### src/rtl/icnf_pkg.sv
// Package for the incremental CNF tokenizer.
// Holds character classes, queue item layout, token kinds and error codes.
// No dependencies.
package icnf_pkg;

    localparam int QUEUE_DEPTH = 4;

    localparam int KIND_W  = 3;
    localparam int VALUE_W = 32;
    localparam int CODE_W  = 4;
    localparam int MAG_W   = 31;

    localparam logic [MAG_W-1:0] MAX_MAG = 31'h7FFF_FFFF;

    // ASCII characters the tokenizer reacts to
    localparam logic [7:0] CH_A     = 8'h61;
    localparam logic [7:0] CH_C     = 8'h63;
    localparam logic [7:0] CH_P     = 8'h70;
    localparam logic [7:0] CH_MINUS = 8'h2D;
    localparam logic [7:0] CH_ZERO  = 8'h30;
    localparam logic [7:0] CH_NINE  = 8'h39;
    localparam logic [7:0] CH_SPACE = 8'h20;
    localparam logic [7:0] CH_TAB   = 8'h09;
    localparam logic [7:0] CH_NL    = 8'h0A;

    // Token kinds
    localparam logic [KIND_W-1:0] KIND_LIT   = 3'd0;
    localparam logic [KIND_W-1:0] KIND_CLAUSE = 3'd1;
    localparam logic [KIND_W-1:0] KIND_CUBE  = 3'd2;
    localparam logic [KIND_W-1:0] KIND_DONE  = 3'd3;
    localparam logic [KIND_W-1:0] KIND_ERROR = 3'd4;

    // Error codes
    localparam logic [CODE_W-1:0] ERR_NONE           = 4'd0;
    localparam logic [CODE_W-1:0] ERR_EOF_NO_HDR     = 4'd0;
    localparam logic [CODE_W-1:0] ERR_EOF_HDR_CMT    = 4'd1;
    localparam logic [CODE_W-1:0] ERR_BAD_PRE_HDR    = 4'd2;
    localparam logic [CODE_W-1:0] ERR_BAD_HDR        = 4'd3;
    localparam logic [CODE_W-1:0] ERR_EOF_CMT        = 4'd4;
    localparam logic [CODE_W-1:0] ERR_DOUBLE_A       = 4'd5;
    localparam logic [CODE_W-1:0] ERR_A_OPEN         = 4'd6;
    localparam logic [CODE_W-1:0] ERR_MINUS_NODIGIT  = 4'd7;
    localparam logic [CODE_W-1:0] ERR_MINUS_ZERO     = 4'd8;
    localparam logic [CODE_W-1:0] ERR_UNEXPECTED     = 4'd9;
    localparam logic [CODE_W-1:0] ERR_OVERFLOW       = 4'd10;
    localparam logic [CODE_W-1:0] ERR_CLAUSE_AFTER   = 4'd11;
    localparam logic [CODE_W-1:0] ERR_EOF_OPEN       = 4'd12;
    localparam logic [CODE_W-1:0] ERR_EOF_AFTER_A    = 4'd13;
    localparam logic [CODE_W-1:0] ERR_AFTER_NUMBER   = 4'd14;

    typedef enum logic [3:0] {
        C_EOF,
        C_NL,
        C_BLANK,
        C_LC,
        C_LP,
        C_LA,
        C_MINUS,
        C_ZERO,
        C_DIGIT,
        C_OTHER
    } t_cls;

    typedef struct packed {
        t_cls       cls;
        logic [7:0] chr;
    } t_item;

    // Header text after the leading 'p': " inccnf\n"
    function automatic logic [7:0] hdr_char(input logic [2:0] pos);
        logic [7:0] c;
        case (pos)
            3'd0:    c = CH_SPACE;
            3'd1:    c = 8'h69;
            3'd2:    c = 8'h6E;
            3'd3:    c = CH_C;
            3'd4:    c = CH_C;
            3'd5:    c = 8'h6E;
            3'd6:    c = 8'h66;
            default: c = CH_NL;
        endcase
        return c;
    endfunction

endpackage

### src/rtl/icnf_in_if.sv
// Input channel of the tokenizer: one text byte or the end mark per word.
// Depends on nothing.
interface icnf_in_if;
    logic       valid;
    logic       ready;
    logic [7:0] in_byte;
    logic       end_of_input;

    modport source (output valid, output in_byte, output end_of_input, input ready);
    modport sink   (input valid, input in_byte, input end_of_input, output ready);
endinterface

### src/rtl/icnf_out_if.sv
// Output channel of the tokenizer: one token per word.
// Depends on nothing.
interface icnf_out_if;
    logic               valid;
    logic               ready;
    logic [2:0]         token_kind;
    logic signed [31:0] literal_value;
    logic [3:0]         error_code;

    modport source (output valid, output token_kind, output literal_value,
                    output error_code, input ready);
    modport sink   (input valid, input token_kind, input literal_value,
                    input error_code, output ready);
endinterface

### src/rtl/icnf_classify.sv
// Front end: accepts input words and tags each with its character class.
// Depends on icnf_pkg and icnf_in_if.
module icnf_classify (
    icnf_in_if.sink          i_in,
    input  logic             i_full,
    output logic             o_push,
    output icnf_pkg::t_item  o_item
);

    icnf_pkg::t_cls w_cls;

    always_comb begin
        if (i_in.end_of_input) begin
            w_cls = icnf_pkg::C_EOF;
        end else if (i_in.in_byte == icnf_pkg::CH_NL) begin
            w_cls = icnf_pkg::C_NL;
        end else if (i_in.in_byte == icnf_pkg::CH_SPACE || i_in.in_byte == icnf_pkg::CH_TAB) begin
            w_cls = icnf_pkg::C_BLANK;
        end else if (i_in.in_byte == icnf_pkg::CH_C) begin
            w_cls = icnf_pkg::C_LC;
        end else if (i_in.in_byte == icnf_pkg::CH_P) begin
            w_cls = icnf_pkg::C_LP;
        end else if (i_in.in_byte == icnf_pkg::CH_A) begin
            w_cls = icnf_pkg::C_LA;
        end else if (i_in.in_byte == icnf_pkg::CH_MINUS) begin
            w_cls = icnf_pkg::C_MINUS;
        end else if (i_in.in_byte == icnf_pkg::CH_ZERO) begin
            w_cls = icnf_pkg::C_ZERO;
        end else if (i_in.in_byte > icnf_pkg::CH_ZERO && i_in.in_byte <= icnf_pkg::CH_NINE) begin
            w_cls = icnf_pkg::C_DIGIT;
        end else begin
            w_cls = icnf_pkg::C_OTHER;
        end
    end

    assign i_in.ready = !i_full;
    assign o_push     = i_in.valid && !i_full;
    assign o_item.cls = w_cls;
    assign o_item.chr = i_in.in_byte;

endmodule

### src/rtl/icnf_queue.sv
// Short queue of classified words between front and back end.
// Depends on icnf_pkg.
module icnf_queue #(
    parameter int DEPTH = icnf_pkg::QUEUE_DEPTH
) (
    input  logic             i_clk,
    input  logic             i_rst_n,
    input  logic             i_push,
    input  icnf_pkg::t_item  i_item,
    input  logic             i_pop,
    output logic             o_full,
    output logic             o_valid,
    output icnf_pkg::t_item  o_item
);

    localparam int PTR_W = (DEPTH > 1) ? $clog2(DEPTH) : 1;
    localparam int CNT_W = $clog2(DEPTH + 1);
    localparam logic [PTR_W-1:0] LAST = PTR_W'(DEPTH - 1);

    icnf_pkg::t_item  r_mem [DEPTH];
    logic [PTR_W-1:0] r_wr_ptr;
    logic [PTR_W-1:0] r_rd_ptr;
    logic [CNT_W-1:0] r_count;

    logic w_push;
    logic w_pop;

    assign o_full  = (r_count == CNT_W'(DEPTH));
    assign o_valid = (r_count != '0);
    assign o_item  = r_mem[r_rd_ptr];
    assign w_push  = i_push && !o_full;
    assign w_pop   = i_pop && o_valid;

    always_ff @(posedge i_clk) begin
        if (w_push) begin
            r_mem[r_wr_ptr] <= i_item;
        end
    end

    always_ff @(posedge i_clk) begin
        if (!i_rst_n) begin
            r_wr_ptr <= '0;
            r_rd_ptr <= '0;
            r_count  <= '0;
        end else begin
            if (w_push) begin
                r_wr_ptr <= (r_wr_ptr == LAST) ? '0 : r_wr_ptr + 1'b1;
            end
            if (w_pop) begin
                r_rd_ptr <= (r_rd_ptr == LAST) ? '0 : r_rd_ptr + 1'b1;
            end
            if (w_push && !w_pop) begin
                r_count <= r_count + 1'b1;
            end else if (w_pop && !w_push) begin
                r_count <= r_count - 1'b1;
            end
        end
    end

`ifndef ASSERT_OFF
    a_count_range: assert property (@(posedge i_clk) disable iff (!i_rst_n)
        r_count <= CNT_W'(DEPTH))
        else $error("queue count above depth");
    a_no_push_full: assert property (@(posedge i_clk) disable iff (!i_rst_n)
        (o_full && !w_pop) |=> $stable(r_wr_ptr))
        else $error("queue write pointer moved while full");
    a_ptr_gap: assert property (@(posedge i_clk) disable iff (!i_rst_n)
        (r_count == '0) |-> (r_wr_ptr == r_rd_ptr))
        else $error("empty queue with pointers apart");
`endif

endmodule

### src/rtl/icnf_parse.sv
// Back end: parser state machine that turns classified words into tokens,
// with the output register. Depends on icnf_pkg and icnf_out_if.
module icnf_parse (
    input  logic             i_clk,
    input  logic             i_rst_n,
    input  logic             i_valid,
    input  icnf_pkg::t_item  i_item,
    output logic             o_pop,
    icnf_out_if.source       o_out
);

    typedef enum logic [3:0] {
        PH_SEEK,
        PH_HCOMMENT,
        PH_HEADER,
        PH_BODY,
        PH_BCOMMENT,
        PH_MINUS,
        PH_NUMBER,
        PH_NCOMMENT,
        PH_DONE,
        PH_ERROR
    } t_phase;

    t_phase                        r_phase, n_phase;
    logic [2:0]                    r_hdr_pos, n_hdr_pos;
    logic [icnf_pkg::MAG_W-1:0]    r_mag, n_mag;
    logic                          r_neg, n_neg;
    logic                          r_open, n_open;
    logic                          r_cube, n_cube;
    logic                          r_allowed, n_allowed;

    logic                          r_out_valid;
    logic [icnf_pkg::KIND_W-1:0]   r_kind;
    logic [icnf_pkg::VALUE_W-1:0]  r_value;
    logic [icnf_pkg::CODE_W-1:0]   r_code;

    logic                          w_put;
    logic [icnf_pkg::KIND_W-1:0]   w_kind;
    logic [icnf_pkg::VALUE_W-1:0]  w_value;
    logic [icnf_pkg::CODE_W-1:0]   w_code;

    logic [3:0]                    w_digit;
    logic [icnf_pkg::MAG_W+3:0]    w_next_mag;
    logic [icnf_pkg::VALUE_W-1:0]  w_mag_ext;

    assign o_pop   = i_valid && (!r_out_valid || o_out.ready);
    assign w_digit = i_item.chr[3:0];
    assign w_next_mag = {1'b0, r_mag, 3'b000} + {3'b000, r_mag, 1'b0}
                      + {(icnf_pkg::MAG_W)'(0), w_digit};
    assign w_mag_ext  = {1'b0, r_mag};

    always_comb begin
        n_phase   = r_phase;
        n_hdr_pos = r_hdr_pos;
        n_mag     = r_mag;
        n_neg     = r_neg;
        n_open    = r_open;
        n_cube    = r_cube;
        n_allowed = r_allowed;
        w_put     = 1'b0;
        w_kind    = icnf_pkg::KIND_ERROR;
        w_value   = '0;
        w_code    = icnf_pkg::ERR_NONE;

        unique case (r_phase)
            PH_SEEK: begin
                if (i_item.cls == icnf_pkg::C_EOF) begin
                    w_put = 1'b1; w_code = icnf_pkg::ERR_EOF_NO_HDR; n_phase = PH_ERROR;
                end else if (i_item.cls == icnf_pkg::C_LC) begin
                    n_phase = PH_HCOMMENT;
                end else if (i_item.cls == icnf_pkg::C_LP) begin
                    n_phase = PH_HEADER; n_hdr_pos = '0;
                end else begin
                    w_put = 1'b1; w_code = icnf_pkg::ERR_BAD_PRE_HDR; n_phase = PH_ERROR;
                end
            end
            PH_HCOMMENT: begin
                if (i_item.cls == icnf_pkg::C_EOF) begin
                    w_put = 1'b1; w_code = icnf_pkg::ERR_EOF_HDR_CMT; n_phase = PH_ERROR;
                end else if (i_item.cls == icnf_pkg::C_NL) begin
                    n_phase = PH_SEEK;
                end
            end
            PH_HEADER: begin
                if (i_item.cls == icnf_pkg::C_EOF
                        || i_item.chr != icnf_pkg::hdr_char(r_hdr_pos)) begin
                    w_put = 1'b1; w_code = icnf_pkg::ERR_BAD_HDR; n_phase = PH_ERROR;
                end else if (r_hdr_pos == 3'd7) begin
                    n_phase = PH_BODY; n_hdr_pos = '0;
                end else begin
                    n_hdr_pos = r_hdr_pos + 3'd1;
                end
            end
            PH_BODY: begin
                unique case (i_item.cls) inside
                    icnf_pkg::C_EOF: begin
                        w_put = 1'b1;
                        if (r_open) begin
                            w_code = icnf_pkg::ERR_EOF_OPEN; n_phase = PH_ERROR;
                        end else if (r_cube) begin
                            w_code = icnf_pkg::ERR_EOF_AFTER_A; n_phase = PH_ERROR;
                        end else begin
                            w_kind = icnf_pkg::KIND_DONE; n_phase = PH_DONE;
                        end
                    end
                    icnf_pkg::C_NL, icnf_pkg::C_BLANK: begin
                    end
                    icnf_pkg::C_LC: n_phase = PH_BCOMMENT;
                    icnf_pkg::C_LA: begin
                        if (r_cube) begin
                            w_put = 1'b1; w_code = icnf_pkg::ERR_DOUBLE_A; n_phase = PH_ERROR;
                        end else if (r_open) begin
                            w_put = 1'b1; w_code = icnf_pkg::ERR_A_OPEN; n_phase = PH_ERROR;
                        end else begin
                            n_cube = 1'b1;
                        end
                    end
                    icnf_pkg::C_MINUS: n_phase = PH_MINUS;
                    icnf_pkg::C_ZERO, icnf_pkg::C_DIGIT: begin
                        n_mag   = {(icnf_pkg::MAG_W-4)'(0), w_digit};
                        n_neg   = 1'b0;
                        n_phase = PH_NUMBER;
                    end
                    default: begin
                        w_put = 1'b1; w_code = icnf_pkg::ERR_UNEXPECTED; n_phase = PH_ERROR;
                    end
                endcase
            end
            PH_BCOMMENT: begin
                if (i_item.cls == icnf_pkg::C_EOF) begin
                    w_put = 1'b1; w_code = icnf_pkg::ERR_EOF_CMT; n_phase = PH_ERROR;
                end else if (i_item.cls == icnf_pkg::C_NL) begin
                    n_phase = PH_BODY;
                end
            end
            PH_MINUS: begin
                if (i_item.cls == icnf_pkg::C_DIGIT) begin
                    n_mag   = {(icnf_pkg::MAG_W-4)'(0), w_digit};
                    n_neg   = 1'b1;
                    n_phase = PH_NUMBER;
                end else if (i_item.cls == icnf_pkg::C_ZERO) begin
                    w_put = 1'b1; w_code = icnf_pkg::ERR_MINUS_ZERO; n_phase = PH_ERROR;
                end else begin
                    w_put = 1'b1; w_code = icnf_pkg::ERR_MINUS_NODIGIT; n_phase = PH_ERROR;
                end
            end
            PH_NUMBER, PH_NCOMMENT: begin
                // Finish the number on a blank or newline, or on the newline closing a comment.
                if (r_phase == PH_NUMBER
                        && (i_item.cls == icnf_pkg::C_ZERO || i_item.cls == icnf_pkg::C_DIGIT)) begin
                    if (w_next_mag > {4'b0000, icnf_pkg::MAX_MAG}) begin
                        w_put = 1'b1; w_code = icnf_pkg::ERR_OVERFLOW; n_phase = PH_ERROR;
                    end else begin
                        n_mag = w_next_mag[icnf_pkg::MAG_W-1:0];
                    end
                end else if (i_item.cls == icnf_pkg::C_EOF) begin
                    w_put   = 1'b1;
                    w_code  = (r_phase == PH_NUMBER) ? icnf_pkg::ERR_AFTER_NUMBER
                                                     : icnf_pkg::ERR_EOF_CMT;
                    n_phase = PH_ERROR;
                end else if (r_phase == PH_NUMBER && i_item.cls == icnf_pkg::C_LC) begin
                    n_phase = PH_NCOMMENT;
                end else if ((r_phase == PH_NUMBER && i_item.cls == icnf_pkg::C_BLANK)
                        || i_item.cls == icnf_pkg::C_NL) begin
                    w_put   = 1'b1;
                    n_phase = PH_BODY;
                    if (r_mag != '0) begin
                        n_open  = 1'b1;
                        w_kind  = icnf_pkg::KIND_LIT;
                        w_value = r_neg ? (~w_mag_ext + 32'd1) : w_mag_ext;
                    end else if (!r_allowed && !r_cube) begin
                        w_code  = icnf_pkg::ERR_CLAUSE_AFTER;
                        n_phase = PH_ERROR;
                    end else if (r_cube) begin
                        n_open    = 1'b0;
                        n_cube    = 1'b0;
                        n_allowed = 1'b0;
                        w_kind    = icnf_pkg::KIND_CUBE;
                    end else begin
                        n_open = 1'b0;
                        w_kind = icnf_pkg::KIND_CLAUSE;
                    end
                end else if (r_phase == PH_NUMBER) begin
                    w_put = 1'b1; w_code = icnf_pkg::ERR_AFTER_NUMBER; n_phase = PH_ERROR;
                end
            end
            PH_DONE, PH_ERROR: begin
                // drop everything until reset
            end
            default: begin
                n_phase = PH_ERROR;
            end
        endcase
    end

    always_ff @(posedge i_clk) begin
        if (!i_rst_n) begin
            r_phase     <= PH_SEEK;
            r_hdr_pos   <= '0;
            r_mag       <= '0;
            r_neg       <= 1'b0;
            r_open      <= 1'b0;
            r_cube      <= 1'b0;
            r_allowed   <= 1'b1;
            r_out_valid <= 1'b0;
        end else begin
            if (o_pop) begin
                r_phase   <= n_phase;
                r_hdr_pos <= n_hdr_pos;
                r_mag     <= n_mag;
                r_neg     <= n_neg;
                r_open    <= n_open;
                r_cube    <= n_cube;
                r_allowed <= n_allowed;
            end
            if (o_pop && w_put) begin
                r_out_valid <= 1'b1;
            end else if (o_out.ready) begin
                r_out_valid <= 1'b0;
            end
        end
    end

    always_ff @(posedge i_clk) begin
        if (o_pop && w_put) begin
            r_kind  <= w_kind;
            r_value <= w_value;
            r_code  <= w_code;
        end
    end

    assign o_out.valid         = r_out_valid;
    assign o_out.token_kind    = r_kind;
    assign o_out.literal_value = r_value;
    assign o_out.error_code    = r_code;

`ifndef ASSERT_OFF
    a_silent_after_end: assert property (@(posedge i_clk) disable iff (!i_rst_n)
        (r_phase == PH_DONE || r_phase == PH_ERROR) |=> !$rose(r_out_valid))
        else $error("token produced after done or error");
    a_hdr_pos_idle: assert property (@(posedge i_clk) disable iff (!i_rst_n)
        (r_phase != PH_HEADER && r_phase != PH_ERROR) |-> (r_hdr_pos == '0))
        else $error("header position left nonzero");
    a_literal_nonzero: assert property (@(posedge i_clk) disable iff (!i_rst_n)
        (r_out_valid && r_kind == icnf_pkg::KIND_LIT)
            |-> (r_value != '0 && r_value != 32'h8000_0000))
        else $error("literal token with zero or out-of-range value");
    a_code_only_on_error: assert property (@(posedge i_clk) disable iff (!i_rst_n)
        (r_out_valid && r_kind != icnf_pkg::KIND_ERROR)
            |-> (r_code == icnf_pkg::ERR_NONE))
        else $error("error code on a non-error token");
`endif

endmodule

### src/rtl/icnf_stream_tokenizer.sv
// Top level of the incremental CNF tokenizer.
// Depends on icnf_pkg, icnf_in_if, icnf_out_if, icnf_classify, icnf_queue, icnf_parse.

// The tokenizer takes one word per cycle on i_in: a text byte, or the end
// mark (end_of_input high, byte ignored). It skips 'c' comment lines, demands
// the header line "p inccnf", then emits a token per signed literal, a clause
// end or cube end for each terminating zero ("a" opens a cube line), a done
// token at a clean end, or a single error token with its cause code. After
// done or error, further words are accepted and dropped until reset. Sustained
// rate is one word per cycle while o_out does not stall: the parser consumes
// one queued word each cycle and can retire one token into its output
// register per cycle. A token shows on o_out after the word that causes it
// has passed the queue and the output register. A front classifier tags each
// byte, a short queue (QUEUE_DEPTH words) decouples it from the parser, so
// input keeps flowing while a token waits on o_out until the queue fills.
module icnf_stream_tokenizer #(
    parameter int QUEUE_DEPTH = icnf_pkg::QUEUE_DEPTH
) (
    input  logic        i_clk,
    input  logic        i_rst_n,
    icnf_in_if.sink     i_in,
    icnf_out_if.source  o_out
);

    logic             w_push;
    logic             w_full;
    logic             w_q_valid;
    logic             w_pop;
    icnf_pkg::t_item  w_in_item;
    icnf_pkg::t_item  w_q_item;

    // Tag each incoming word with its character class.
    icnf_classify u_classify (
        .i_in   (i_in),
        .i_full (w_full),
        .o_push (w_push),
        .o_item (w_in_item)
    );

    // Hold classified words until the parser can take them.
    icnf_queue #(
        .DEPTH (QUEUE_DEPTH)
    ) u_queue (
        .i_clk   (i_clk),
        .i_rst_n (i_rst_n),
        .i_push  (w_push),
        .i_item  (w_in_item),
        .i_pop   (w_pop),
        .o_full  (w_full),
        .o_valid (w_q_valid),
        .o_item  (w_q_item)
    );

    // Advance the parser and present tokens.
    icnf_parse u_parse (
        .i_clk   (i_clk),
        .i_rst_n (i_rst_n),
        .i_valid (w_q_valid),
        .i_item  (w_q_item),
        .o_pop   (w_pop),
        .o_out   (o_out)
    );

endmodule

### src/flat_wrapper.sv
// flat-port wrapper written by rule: the top's interface ports become plain ports
module icnf_stream_tokenizer_flat 
#(
    parameter int QUEUE_DEPTH = icnf_pkg::QUEUE_DEPTH
)
  (i_clk, i_rst_n, i_in_valid, i_in_in_byte, i_in_end_of_input, i_in_ready, o_out_valid, o_out_token_kind, o_out_literal_value, o_out_error_code, o_out_ready);
  icnf_in_if i_in_i ();
  icnf_out_if o_out_i ();
  input  logic i_clk;
  input  logic i_rst_n;
  input wire logic [$bits(i_in_i.valid)-1:0] i_in_valid;
  input wire logic [$bits(i_in_i.in_byte)-1:0] i_in_in_byte;
  input wire logic [$bits(i_in_i.end_of_input)-1:0] i_in_end_of_input;
  output wire logic [$bits(i_in_i.ready)-1:0] i_in_ready;
  output wire logic [$bits(o_out_i.valid)-1:0] o_out_valid;
  output wire logic [$bits(o_out_i.token_kind)-1:0] o_out_token_kind;
  output wire logic [$bits(o_out_i.literal_value)-1:0] o_out_literal_value;
  output wire logic [$bits(o_out_i.error_code)-1:0] o_out_error_code;
  input wire logic [$bits(o_out_i.ready)-1:0] o_out_ready;
  assign i_in_i.valid = i_in_valid;
  assign i_in_i.in_byte = i_in_in_byte;
  assign i_in_i.end_of_input = i_in_end_of_input;
  assign i_in_ready = i_in_i.ready;
  assign o_out_valid = o_out_i.valid;
  assign o_out_token_kind = o_out_i.token_kind;
  assign o_out_literal_value = o_out_i.literal_value;
  assign o_out_error_code = o_out_i.error_code;
  assign o_out_i.ready = o_out_ready;
  icnf_stream_tokenizer #(.QUEUE_DEPTH(QUEUE_DEPTH)) u_core (.i_clk(i_clk), .i_rst_n(i_rst_n), .i_in(i_in_i), .o_out(o_out_i));
endmodule
### config.mk
export PLATFORM = sky130hd
export DESIGN_NAME = icnf_stream_tokenizer_flat
export DESIGN_NICKNAME = d
export VERILOG_FILES = /design/src/rtl/icnf_pkg.sv /design/src/rtl/icnf_in_if.sv /design/src/rtl/icnf_out_if.sv /design/src/rtl/icnf_classify.sv /design/src/rtl/icnf_queue.sv /design/src/rtl/icnf_parse.sv /design/src/rtl/icnf_stream_tokenizer.sv /design/src/flat_wrapper.sv
export SDC_FILE = /design/constraint.sdc
export NUM_CORES = 1
export LEC_CHECK = 0
export BUFFER_PORTS_ARGS = -buffer_cell sky130_fd_sc_hd__buf_2
export CORE_MARGIN = 2
export CORE_UTILIZATION = 33
export DETAILED_ROUTE_END_ITERATION = 7
export PLACE_DENSITY = 0.45
export SETUP_SLACK_MARGIN = 0.05
export SLEW_MARGIN = 20
export SYNTH_ARGS = -nofsm -noshare
export SYNTH_HDL_FRONTEND = slang
export SYNTH_HIERARCHICAL = 1
export SYNTH_SLANG_ARGS = --single-unit
### constraint.sdc
create_clock -name i_clk -period 5.87 [get_ports i_clk]
set_clock_uncertainty 0.1 [all_clocks]
set_input_delay 0.2935 -clock i_clk [delete_from_list [all_inputs] [get_ports i_clk]]
set_output_delay 0.2935 -clock i_clk [all_outputs]
set_load 0.02 [all_outputs]
==> summary.md, run 1 <==
| Metric | Value |
|---|---|
| Status | `finished, final reports clean` |
| Ys Warns | `6` |
| Die area | `0.0299 mm^2` |
| CP Class | `flip-flop to flip-flop` |
| Fillers | `2,817` |
| WL final | `23,300 um` |
| Vias | `7,292` |
| Vias in the first global route | `6,981` |
| Post-route cell area | `0.0104 mm^2` |
| Tmin final | `5.32 ns` |
| CTS sink cnt | `139` |
| Hold WS | `0.0803 ns` |
| CTS tree | `done` |
| Final Wtd Congestion | `0.816` |
| Drt drc | `0` |
| Yosys reg bits | `139` |
| Buf/Inv on CP | `2` |
| Leak pwr | `4.31 nW` |
| Die Span Y | `173 um` |
| Final hold vios | `0` |
| EDFF count, synth | `87` |
| Root Buffer | `clkbuf_16` |
| Setup ws final | `0.554 ns` |
| Ant diodes | `0` |
| Reg clk slew, reported paths | `0.07 ns` |
| Drt wl/cell | `17.3 um` |
| CP peak stage delay | `0.64 ns` |
| Pwr Density | `347 mW/mm^2` |
| Core region area | `0.0279 mm^2` |
| CP Max Fanout | `39` |
| CP cell instances | `mux4_2 -> inv_1 -> fa_1 -> fa_1 -> and2b_1 -> o31a_1 -> nand2_1 -> a2111oi_0 -> o2111ai_1 -> and3b_2 -> o211a_4 -> a211oi_1 -> o21a_2 -> buf_4` |
| Period utilisation layout | `90.6%` |
| Placed cell area | `0.00979 mm^2` |
| CTS Hold Buffers Added | `0` |
| Tot GR Track Use | `15.8%` |
| Rel. slew slack | `32.8%` |
| Worst Tran Pin Value | `1.01 ns` |
| Crit-path slowest cell | `a2111oi_0` |
| Clk buf depth | `2` |
| Ys flop type | `edfxtp_1` |
| Antenna violations before repair | `0` |
| Worst hold path type | `input pin to flip-flop` |
| Pre-Repair DR Iteration Count | `6` |
| Register area | `0.00365 mm^2` |
| Mapped Cells | `932` |
| Layout cells sized above 1 | `15.8%` |
| CP Capture Type | `flip-flop` |
| CTS H-tree lvls | `4` |
| Row Count | `61` |
| Synthesized area | `0.00942 mm^2` |
| Max-slew violations | `0` |
| I/O pin count | `54` |
| Top Family by Delay on Critical Path | `compound AO/OA/AOI/OAI gates` |
| Unrepaired setup endpoints after global routing | `false` |
| Post CTS Setup Buffer Count | `0` |
| Layout area overhead | `10.5%` |
| DP HPWL | `17,000 um` |
| ANT nets after route | `0` |
| Post-Syn Nets | `1,021` |
| FFs w/ async S/R, synth | `0%` |
| Grt total ovfl | `0` |
| Nets | `1,045` |
| Post-synth cell types | `97` |
| Setup violations, final | `0` |
| Initial DRC count | `569` |
| WP data arrival | `5.28 ns` |
| Initial cell density of the core | `33.7%` |
| Sequential share of the synthesized area | `38.8%` |
| Syn_area_per_cell | `10.1 um^2` |
| Max-cap violations | `0` |
| Cell repeated most along the worst path | `fa_1` |
| First-pass GRT wire length | `38,600 um` |
| Die Wd | `173 um` |
| Via/cell ratio | `5.41` |
| Highest clock rate | `188 MHz` |
| TritonCTS buffer count | `17` |
| Worst setup SP type | `flip-flop` |
| Area of the multi-input gates | `0.00522 mm^2` |
| Worst EP required | `5.84 ns` |
| Post-CTS Resized | `0` |
| Setup TNS | `0 ns` |
| Worst vdd ir | `0.000186 V` |
| # port buffers | `53` |
| Worst skew pair latency | `0.43 ns` |
| DP Worst Slack | `0.561 ns` |
| Largest net degree at the start of global routing | `55` |
## per-stage QoR
step / util (%) / cells / total power, mW
global route: 37.3 / 1347 / 3.82
finish: 37.3 / 1347 / 3.62
detailed placement: 35.0 / 1315 / 2.51
CTS: 37.3 / 1347 / 3.66
floorplan: - / 932 / 2.19
global placement: 35.0 / 1315 / 2.52
## worst paths after layout
check	end	startpoint	cells after the start	slack (ns)
worst max-delay path	u_core/u_parse/o_out.literal_value[13]$_SDFFCE_PP0P_	flip-flop	14	0.55
worst min-delay path	u_core/u_queue/r_mem[0][4]$_DFFE_PP_	i_in_in_byte[4]	1	0.08
worst max register to register	u_core/u_parse/o_out.literal_value[13]$_SDFFCE_PP0P_	flip-flop	14	0.55
worst min register to register	u_core/u_queue/r_wr_ptr[1]$_SDFFE_PN0P_	u_core/u_queue/r_wr_ptr[1]$_SDFFE_PN0P_	2	0.40
## state kept, by name (all words and copies together) (netlist names), 2 cells and up, named ones only
signal,cells
u_core/u_queue/r_mem,48
u_core/u_queue/r_count,3
u_core/u_parse/o_out.token_kind,3
u_core/u_parse/r_mag,31
u_core/u_parse/o_out.literal_value,32
u_core/u_queue/r_rd_ptr,2
u_core/u_parse/r_hdr_pos,3
u_core/u_parse/r_phase,4
u_core/u_queue/r_wr_ptr,2
u_core/u_parse/o_out.error_code,4
## cell usage in the layout (no fill, tap or decap), drive strengths merged, types with 12 or more instances in the layout
cell type	netlist	routed
a21o	13	13
a21oi	60	60
a32o	28	28
buf	28	61
clkbuf	25	17
dfxtp	52	52
edfxtp	87	87
ha	73	73
inv	32	42
mux2i	13	13
mux4	12	12
nand2	63	63
nor2	91	91
nor3	27	27
o21ai	49	49
o31ai	17	17
or3	12	12
xnor2	17	17
xor2	42	42
## synth_stat cells (4+ instances only)
cell type,count,area [um^2]
dfxtp_1,52,1040
mux2i_1,13,130
buf_6,7,78.8
a211oi_1,6,45.0
a21oi_1,60,300
mux4_1,5,131
clkbuf_1,19,71.3
a32o_1,8,80.1
xnor2_1,17,149
buf_2,7,35.0
nor4_1,6,37.5
buf_4,11,82.6
o41ai_1,6,52.6
nor2_1,90,338
or2_2,4,25.0
nand3_1,11,55.1
mux4_2,7,158
a31oi_1,11,68.8
or4_1,7,52.6
and3_1,6,37.5
a32oi_1,4,35.0
nand2b_1,10,62.6
o31ai_1,16,120
or3_1,11,68.8
o211ai_1,8,60.1
inv_1,32,120
and2_1,7,43.8
edfxtp_1,87,2610
a32o_2,20,225
a21o_1,12,90.1
o21a_1,9,67.6
ha_1,73,913
a21boi_0,4,30.0
o21ai_0,46,230
xor2_1,42,368
nor3_1,25,125
nand4_1,7,43.8
nor2b_1,10,62.6
clkbuf_8,5,68.8
nand2_1,63,236
o221ai_1,4,35.0
## power breakdown
part,switching (mW),internal (mW),leakage [nW]
Sequential,0.0826,1.29,1.24
Clock,0.515,0.618,0.303
Combinational,0.735,0.379,2.77
Total,1.33,2.28,4.31
## logic make-up (layout without fill, tap and decap cells)
kind of cell / Yosys count / after routing / synth area share, %
mux: 26 / 26 / 4.57
xor+xnor: 59 / 59 / 5.48
simple gates: 281 / 281 / 14.9
fa+ha+maj: 76 / 76 / 10.3
buf+inv: 88 / 125 / 5.87
compound gates: 263 / 263 / 20.1
flops: 139 / 139 / 38.8
## routing by layer
layer | GRT usage, % | wire length [um]
met4 | 3.53 | 146
met2 | 24.0 | 10200
met1 | 23.5 | 12200
met3 | 2.57 | 799
met5 | 0 | 0
## area by class of cell
| class | instances | area share (%) |
|---|---|---|
| timing repair buffer | 61 | 3.12 |
| clock buffer | 17 | 4.09 |
| clock inverter | 15 | 1.85 |
| inverter | 32 | 1.15 |
| multi-input combinational | 705 | 50.1 |
| tap | 378 | 4.54 |
| sequential | 139 | 35.1 |
Note: power is estimated with default switching activity, not from simulation.
==> inputs of run 2 (changes only) <==
Settings changed: CORE_UTILIZATION 33 to 35, PLACE_DENSITY 0.45 to 0.48.
==> summary.md, run 2 (synthesized netlist as in run 1, its figures left out) <==
| Metric | Value |
|---|---|
| Status | `finished, final reports clean` |
| CP Capture Type | `flip-flop` |
| WL final | `23,200 um (-0.69%)` |
| Layout cells sized above 1 | `15.6% (-0.19 points)` |
| Largest net degree at the start of global routing | `40 (-27%)` |
| Tot GR Track Use | `16.7% (+0.89 points)` |
| CTS tree | `done` |
| WHS Path Cells | `1 (unchanged)` |
| CP Max Fanout | `39 (unchanged)` |
| Reg2reg path depth | `15 (+1)` |
| Pwr Density | `346 mW/mm^2 (-0.32%)` |
| Max reg flops | `48 (unchanged)` |
| Top reg by flops | `u_core/u_queue/r_mem` |
| Die Wd | `168 um (-2.8%)` |
| Post-route cell area | `0.0104 mm^2 (-0.46%)` |
| Leak pwr | `4.30 nW (-0.15%)` |
| Worst EP required | `5.84 ns (about the same)` |
| Drt drc | `0 (unchanged)` |
| Worst skew pair latency | `0.42 ns (about the same)` |
| Pre-Repair DR Iteration Count | `5 (-1)` |
| ANT nets after route | `0 (unchanged)` |
| Worst setup SP type | `flip-flop` |
| CTS sink cnt | `139 (unchanged)` |
| Cell Count Post-Placement | `1,277 (-2.9%)` |
| Antenna violations before repair | `0 (unchanged)` |
| Clk buf depth | `2 (unchanged)` |
| Via/cell ratio | `5.50 (+1.5%)` |
| Setup violations, final | `0 (unchanged)` |
| Worst vdd ir | `0.000169 V (-9.0%)` |
| First-pass GRT wire length | `37,900 um (-1.9%)` |
| Max-slew violations | `0 (unchanged)` |
| DP HPWL | `16,900 um (-0.54%)` |
| Row Count | `60 (-1.6%)` |
| Tmin final | `5.20 ns (-0.118 ns)` |
| Vias | `7,195 (-1.3%)` |
| Nets | `1,044 (-0.096%)` |
| I/O pin count | `54 (unchanged)` |
| Rel. slew slack | `29.9% (-2.9 points)` |
| Reg clk slew, reported paths | `0.07 ns (about the same)` |
| CTS Hold Buffers Added | `0 (unchanged)` |
| Register area | `0.00365 mm^2 (unchanged)` |
| Post-CTS Resized | `0 (unchanged)` |
| Vias in the first global route | `7,053 (+1.0%)` |
| Fillers | `2,692 (-4.4%)` |
| Worst hold path type | `input pin to flip-flop` |
| Grt total ovfl | `0 (unchanged)` |
| CTS H-tree lvls | `4 (unchanged)` |
| Layout area overhead | `9.97%` |
| Initial cell density of the core | `35.3% (+1.5 points)` |
| Post CTS Setup Buffer Count | `0 (unchanged)` |
| Die Span Y | `168 um (-2.8%)` |
| Ant diodes | `0 (unchanged)` |
| Fin cells | `1,309 (-2.8%)` |
| # port buffers | `53 (unchanged)` |
| Period utilisation layout | `88.6% (-2.0 points)` |
| Area of the multi-input gates | `0.00522 mm^2 (about the same)` |
| Final Wtd Congestion | `0.839 (+2.9%)` |
| CP Class | `flip-flop to flip-flop` |
| Highest clock rate | `192 MHz (+2.3%)` |
| Most frequent cells in the layout | `nor2_1, edfxtp_1, ha_1` |
| Max-cap violations | `0 (unchanged)` |
| Root Buffer | `clkbuf_16` |
| WP data arrival | `5.16 ns (-0.12 ns)` |
| Core region area | `0.0267 mm^2 (-4.3%)` |
| Drt wl/cell | `17.7 um (+2.2%)` |
| Final hold vios | `0 (unchanged)` |
| Setup TNS | `0 ns (unchanged)` |
| Placed cell area | `0.00975 mm^2 (-0.41%)` |
| Total power | `3.59 mW (-0.78%)` |
| Unrepaired setup endpoints after global routing | `false` |
| TritonCTS buffer count | `17 (unchanged)` |
| Leading cell type in the layout, fill and taps excluded | `nor2_1` |
| Initial DRC count | `412 (-28%)` |
| Worst Tran Pin Value | `1.05 ns (+0.0451 ns)` |
| Die area | `0.0283 mm^2 (-5.6%)` |
[run 2: cell count changes in the layout (fill, tap and decap cells not counted), sizes merged]
cell | before | now
buf | 61 | 60
bufinv | 1 | 0
clkinv | 4 | 6
clkinvlp | 0 | 1
inv | 42 | 40
[run 2: final cells by class]
type | count | share of cell area [%]
clock buffer | 17 | 4.11
clock inverter | 15 | 1.81
inverter | 32 | 1.16
multi-input combinational | 705 | 50.4
sequential | 139 | 35.3
tap | 341 | 4.12
timing repair buffer | 60 | 3.19
[run 2: metal layers]
metal  vias up  global-route usage, %  part of all wire (%)
li1       3594                      -                     -
met1      3451                   23.9                    51
met2       134                   26.6                    45
met3        16                   2.52                   3.4
met4         0                   4.35                  0.82
met5         -                      0                     0
[run 2: report_power, final]
group	switching (mW)	leakage, nW	total (mW)	internal, mW
clock	0.527	0.295	1.11	0.582
sequential	0.0815	1.24	1.37	1.29
combinational	0.737	2.77	1.11	0.374
[run 2: final timing paths]
check                                        start                                                   end  slack [ns]
max                                      flip-flop  u_core/u_parse/o_out.literal_value[20]$_SDFFCE_PP0P_        0.67
min                                i_in_in_byte[4]                  u_core/u_queue/r_mem[2][4]$_DFFE_PP_        0.09
max reg2reg                              flip-flop  u_core/u_parse/o_out.literal_value[20]$_SDFFCE_PP0P_        0.67
min reg2reg  u_core/u_parse/r_allowed$_SDFFE_PN1P_                 u_core/u_parse/r_allowed$_SDFFE_PN1P_        0.41
[run 2: metrics by stage]
step | hold WS [ns] | setup slack, ns | utilization, %
after floorplan | 0.356 | 0.613 | -
after global placement | 0.389 | 0.768 | 36.5
after detailed placement | 0.400 | 0.648 | 36.5
after CTS | 0.0635 | 0.639 | 38.8
after global routing | 0.0855 | 0.293 | 38.8
final | 0.0868 | 0.672 | 38.8
[run 2: critical path: stages, from the launching register on]
cell and delay (ns):
dfxtp_1 0.39, mux4_1 0.65, ha_1 0.32, ha_1 0.19, inv_1 0.07, fa_1 0.40, and2b_1 0.23, o31a_1 0.17
nand2_1 0.12, a2111oi_0 0.55, o2111ai_1 0.21, and3b_2 0.26, o211a_4 0.25, a211oi_1 0.31, o21a_2 0.18, buf_4 0.41
==> inputs of run 3 (changes only) <==
Settings changed: CORE_UTILIZATION 35 to 48, PLACE_DENSITY 0.48 to 0.62.
==> summary.md, run 3 (synthesized netlist as in run 1, its figures left out) <==
| Metric | Value |
|---|---|
| Status | `finished, final reports clean` |
| ANT nets after route | `0 (unchanged)` |
| Area of the multi-input gates | `0.00522 mm^2 (about the same)` |
| Leading cell type in the layout, fill and taps excluded | `nor2_1` |
| Setup slack, reg-to-reg | `0.64 ns (-0.03 ns)` |
| Layout cells sized above 1 | `15.7% (+0.10 points)` |
| Setup ws final | `0.642 ns (-0.0297 ns)` |
| CTS tree | `done` |
| Worst setup SP type | `flip-flop` |
| Sw Pwr | `1.27 mW (-5.3%)` |
| Via/cell ratio | `5.91 (+7.5%)` |
| CP Class | `flip-flop to flip-flop` |
| WL final | `21,100 um (-8.9%)` |
| DP Worst Slack | `0.740 ns (+0.0920 ns)` |
| Most frequent cells in the layout | `nor2_1, edfxtp_1, ha_1` |
| WP data arrival | `5.25 ns (+0.09 ns)` |
| Die Wd | `144 um (-14%)` |
| Die area | `0.0208 mm^2 (-26%)` |
| Antenna violations before repair | `0 (unchanged)` |
| Cell repeated most along the worst path | `fa_1` |
| DP HPWL | `15,200 um (-9.9%)` |
| Fillers | `1,698 (-37%)` |
| Worst skew pair latency | `0.43 ns (about the same)` |
| Initial DRC count | `525 (+27%)` |
| Design internal power | `2.28 mW (+1.7%)` |
| Reg clk slew, reported paths | `0.07 ns (about the same)` |
| Period utilisation layout | `89.1% (+0.51 points)` |
| Tot GR Track Use | `20.8% (+4.0 points)` |
| Die Span Y | `144 um (-14%)` |
| Post CTS Setup Buffer Count | `0 (unchanged)` |
| Worst Tran Pin Value | `1.01 ns (-0.0438 ns)` |
| Clk buf depth | `2 (unchanged)` |
| Setup TNS | `0 ns (unchanged)` |
| Final hold vios | `0 (unchanged)` |
| Post-CTS Resized | `0 (unchanged)` |
| CTS sink cnt | `139 (unchanged)` |
| Root Buffer | `clkbuf_16` |
| Ant diodes | `0 (unchanged)` |
| Crit-path slowest cell | `a2111oi_0` |
| Worst EP required | `5.89 ns (+0.05 ns)` |
| Vias in the first global route | `6,569 (-6.9%)` |
| CP cell instances | `mux4_2 -> inv_1 -> fa_1 -> fa_1 -> and2b_1 -> o31a_1 -> nand2_1 -> a2111oi_0 -> o2111ai_1 -> and3b_2 -> o211a_4 -> a211oi_1 -> o21a_2 -> buf_12` |
| First-pass GRT wire length | `34,000 um (-10%)` |
| Highest clock rate | `191 MHz (-0.57%)` |
| WHS Endpoint | `u_core/u_queue/r_mem[3][7]$_DFFE_PP_` |
| Pre-Repair DR Iteration Count | `5 (unchanged)` |
| Top reg by flops | `u_core/u_queue/r_mem` |
| Drt drc | `0 (unchanged)` |
| I/O pin count | `54 (unchanged)` |
| Vias | `7,286 (+1.3%)` |
| Drt wl/cell | `17.1 um (-3.3%)` |
| Pwr Density | `347 mW/mm^2 (+0.12%)` |
| Row Count | `51 (-15%)` |
| Reg2reg path depth | `14 (-1)` |
| Setup violations, final | `0 (unchanged)` |
| Rel. slew slack | `31.1% (+1.2 points)` |
| Worst hold path type | `input pin to flip-flop` |
| Largest net degree at the start of global routing | `55 (+38%)` |
| Tmin final | `5.23 ns (+0.0297 ns)` |
| Max-slew violations | `0 (unchanged)` |
| CP peak stage delay | `0.71 ns (+0.06 ns)` |
| Unrepaired setup endpoints after global routing | `false` |
| TritonCTS buffer count | `17 (unchanged)` |
| Max-cap violations | `0 (unchanged)` |
| Core region area | `0.0193 mm^2 (-28%)` |
| # port buffers | `53 (unchanged)` |
| Register area | `0.00365 mm^2 (unchanged)` |
| Sequential share of power | `38.4% (+0.2 points)` |
| Clock power share | `30.4% (-0.5 points)` |
| Max reg flops | `48 (unchanged)` |
| WHS Path Cells | `1 (unchanged)` |
| Worst Hold Launch | `i_in_in_byte[7]` |
| Final Wtd Congestion | `0.903 (+7.6%)` |
| Worst vdd ir | `0.000183 V (+7.8%)` |
| CP Capture Type | `flip-flop` |
| Reg2reg end | `u_core/u_parse/o_out.literal_value[20]$_SDFFCE_PP0P_` |
| Nets | `1,044 (unchanged)` |
| CTS Hold Buffers Added | `0 (unchanged)` |
| Initial cell density of the core | `48.7% (+13 points)` |
| Leak pwr | `4.29 nW (-0.20%)` |
| CP Max Fanout | `39 (unchanged)` |
| Comb pwr share | `31.2% (+0.3 points)` |
| CTS H-tree lvls | `4 (unchanged)` |
| Grt total ovfl | `0 (unchanged)` |
| Layout area overhead | `8.84%` |
| Switching Fraction | `35.8% (-1.7 points)` |
run 3: changes by cell type in the layout (fill, tap and decap cells not counted):
cell	previous run	this run
clkinvlp_4	1	2
clkinv_8	5	2
inv_12	1	0
inv_6	2	4
bufinv_16	0	1
a2111oi_1	1	0
nand2b_1	10	9
inv_8	5	4
a2111oi_0	2	3
clkinv_4	1	2
nand2b_2	0	1
run 3: routing by layer:
layer / vias to the layer above / part of all wire (%) / GRT usage [%]
met3: 21 / 5.0 / 4.21
li1: 3607 / - / -
met1: 3438 / 49 / 30.1
met4: 0 / 0.97 / 5.37
met5: - / 0 / 0
met2: 220 / 45 / 31.7
run 3: worst max-delay path: cells and delay by family (launching register included):
family,cells,cell delay [ns]
adder cells (fa/ha/maj),2,0.92
AO/OA/AOI/OAI,6,1.91
buffers and inverters,2,0.33
multiplexers,1,0.58
flip-flops,1,0.41
AND/OR/NAND/NOR,3,0.62
run 3: layout make-up:
cell class                      count  share of cell area [%]
Timing Repair Buffer               60                    3.22
Inverter                           32                    1.17
Sequential cell                   139                    35.6
Clock inverter                     15                    1.71
Multi-Input combinational cell    705                    50.9
Tap cell                          265                    3.23
Clock buffer                       17                    4.15
run 3: worst max path at each step:
stage                                                                       to  slack [ns]  cells past startpoint
after global placement    u_core/u_parse/o_out.literal_value[17]$_SDFFCE_PP0P_        0.80                     14
after CTS                 u_core/u_parse/o_out.literal_value[19]$_SDFFCE_PP0P_        0.66                     14
after global routing      u_core/u_parse/o_out.literal_value[20]$_SDFFCE_PP0P_        0.40                     14
final                     u_core/u_parse/o_out.literal_value[20]$_SDFFCE_PP0P_        0.64                     14
after floorplan                   u_core/u_parse/o_out.error_code[0]$_DFFE_PP_        0.61                     13
after detailed placement  u_core/u_parse/o_out.literal_value[17]$_SDFFCE_PP0P_        0.74                     14
run 3: power groups by stage:
stage                     registers, mW  clock network (mW)  logic (mW)
after detailed placement           1.39                   0        1.10
final                              1.37                1.08        1.11
after CTS                          1.37                1.10        1.11
after global routing               1.39                1.14        1.22
after floorplan                    1.55                   0       0.634
after global placement             1.39                   0        1.10
run 3: metrics by stage:
step / utilization [%] / cell area (um^2) / power, mW / hold WS (ns) / instances
global placement: 49.9 / 9650 / 2.49 / 0.384 / 1201
floorplan: - / 9420 / 2.19 / 0.356 / 932
finish: 53.0 / 10300 / 3.56 / 0.0830 / 1233
global route: 53.0 / 10300 / 3.76 / 0.0669 / 1233
detailed placement: 49.9 / 9650 / 2.49 / 0.395 / 1201
CTS: 53.0 / 10300 / 3.58 / 0.0575 / 1233
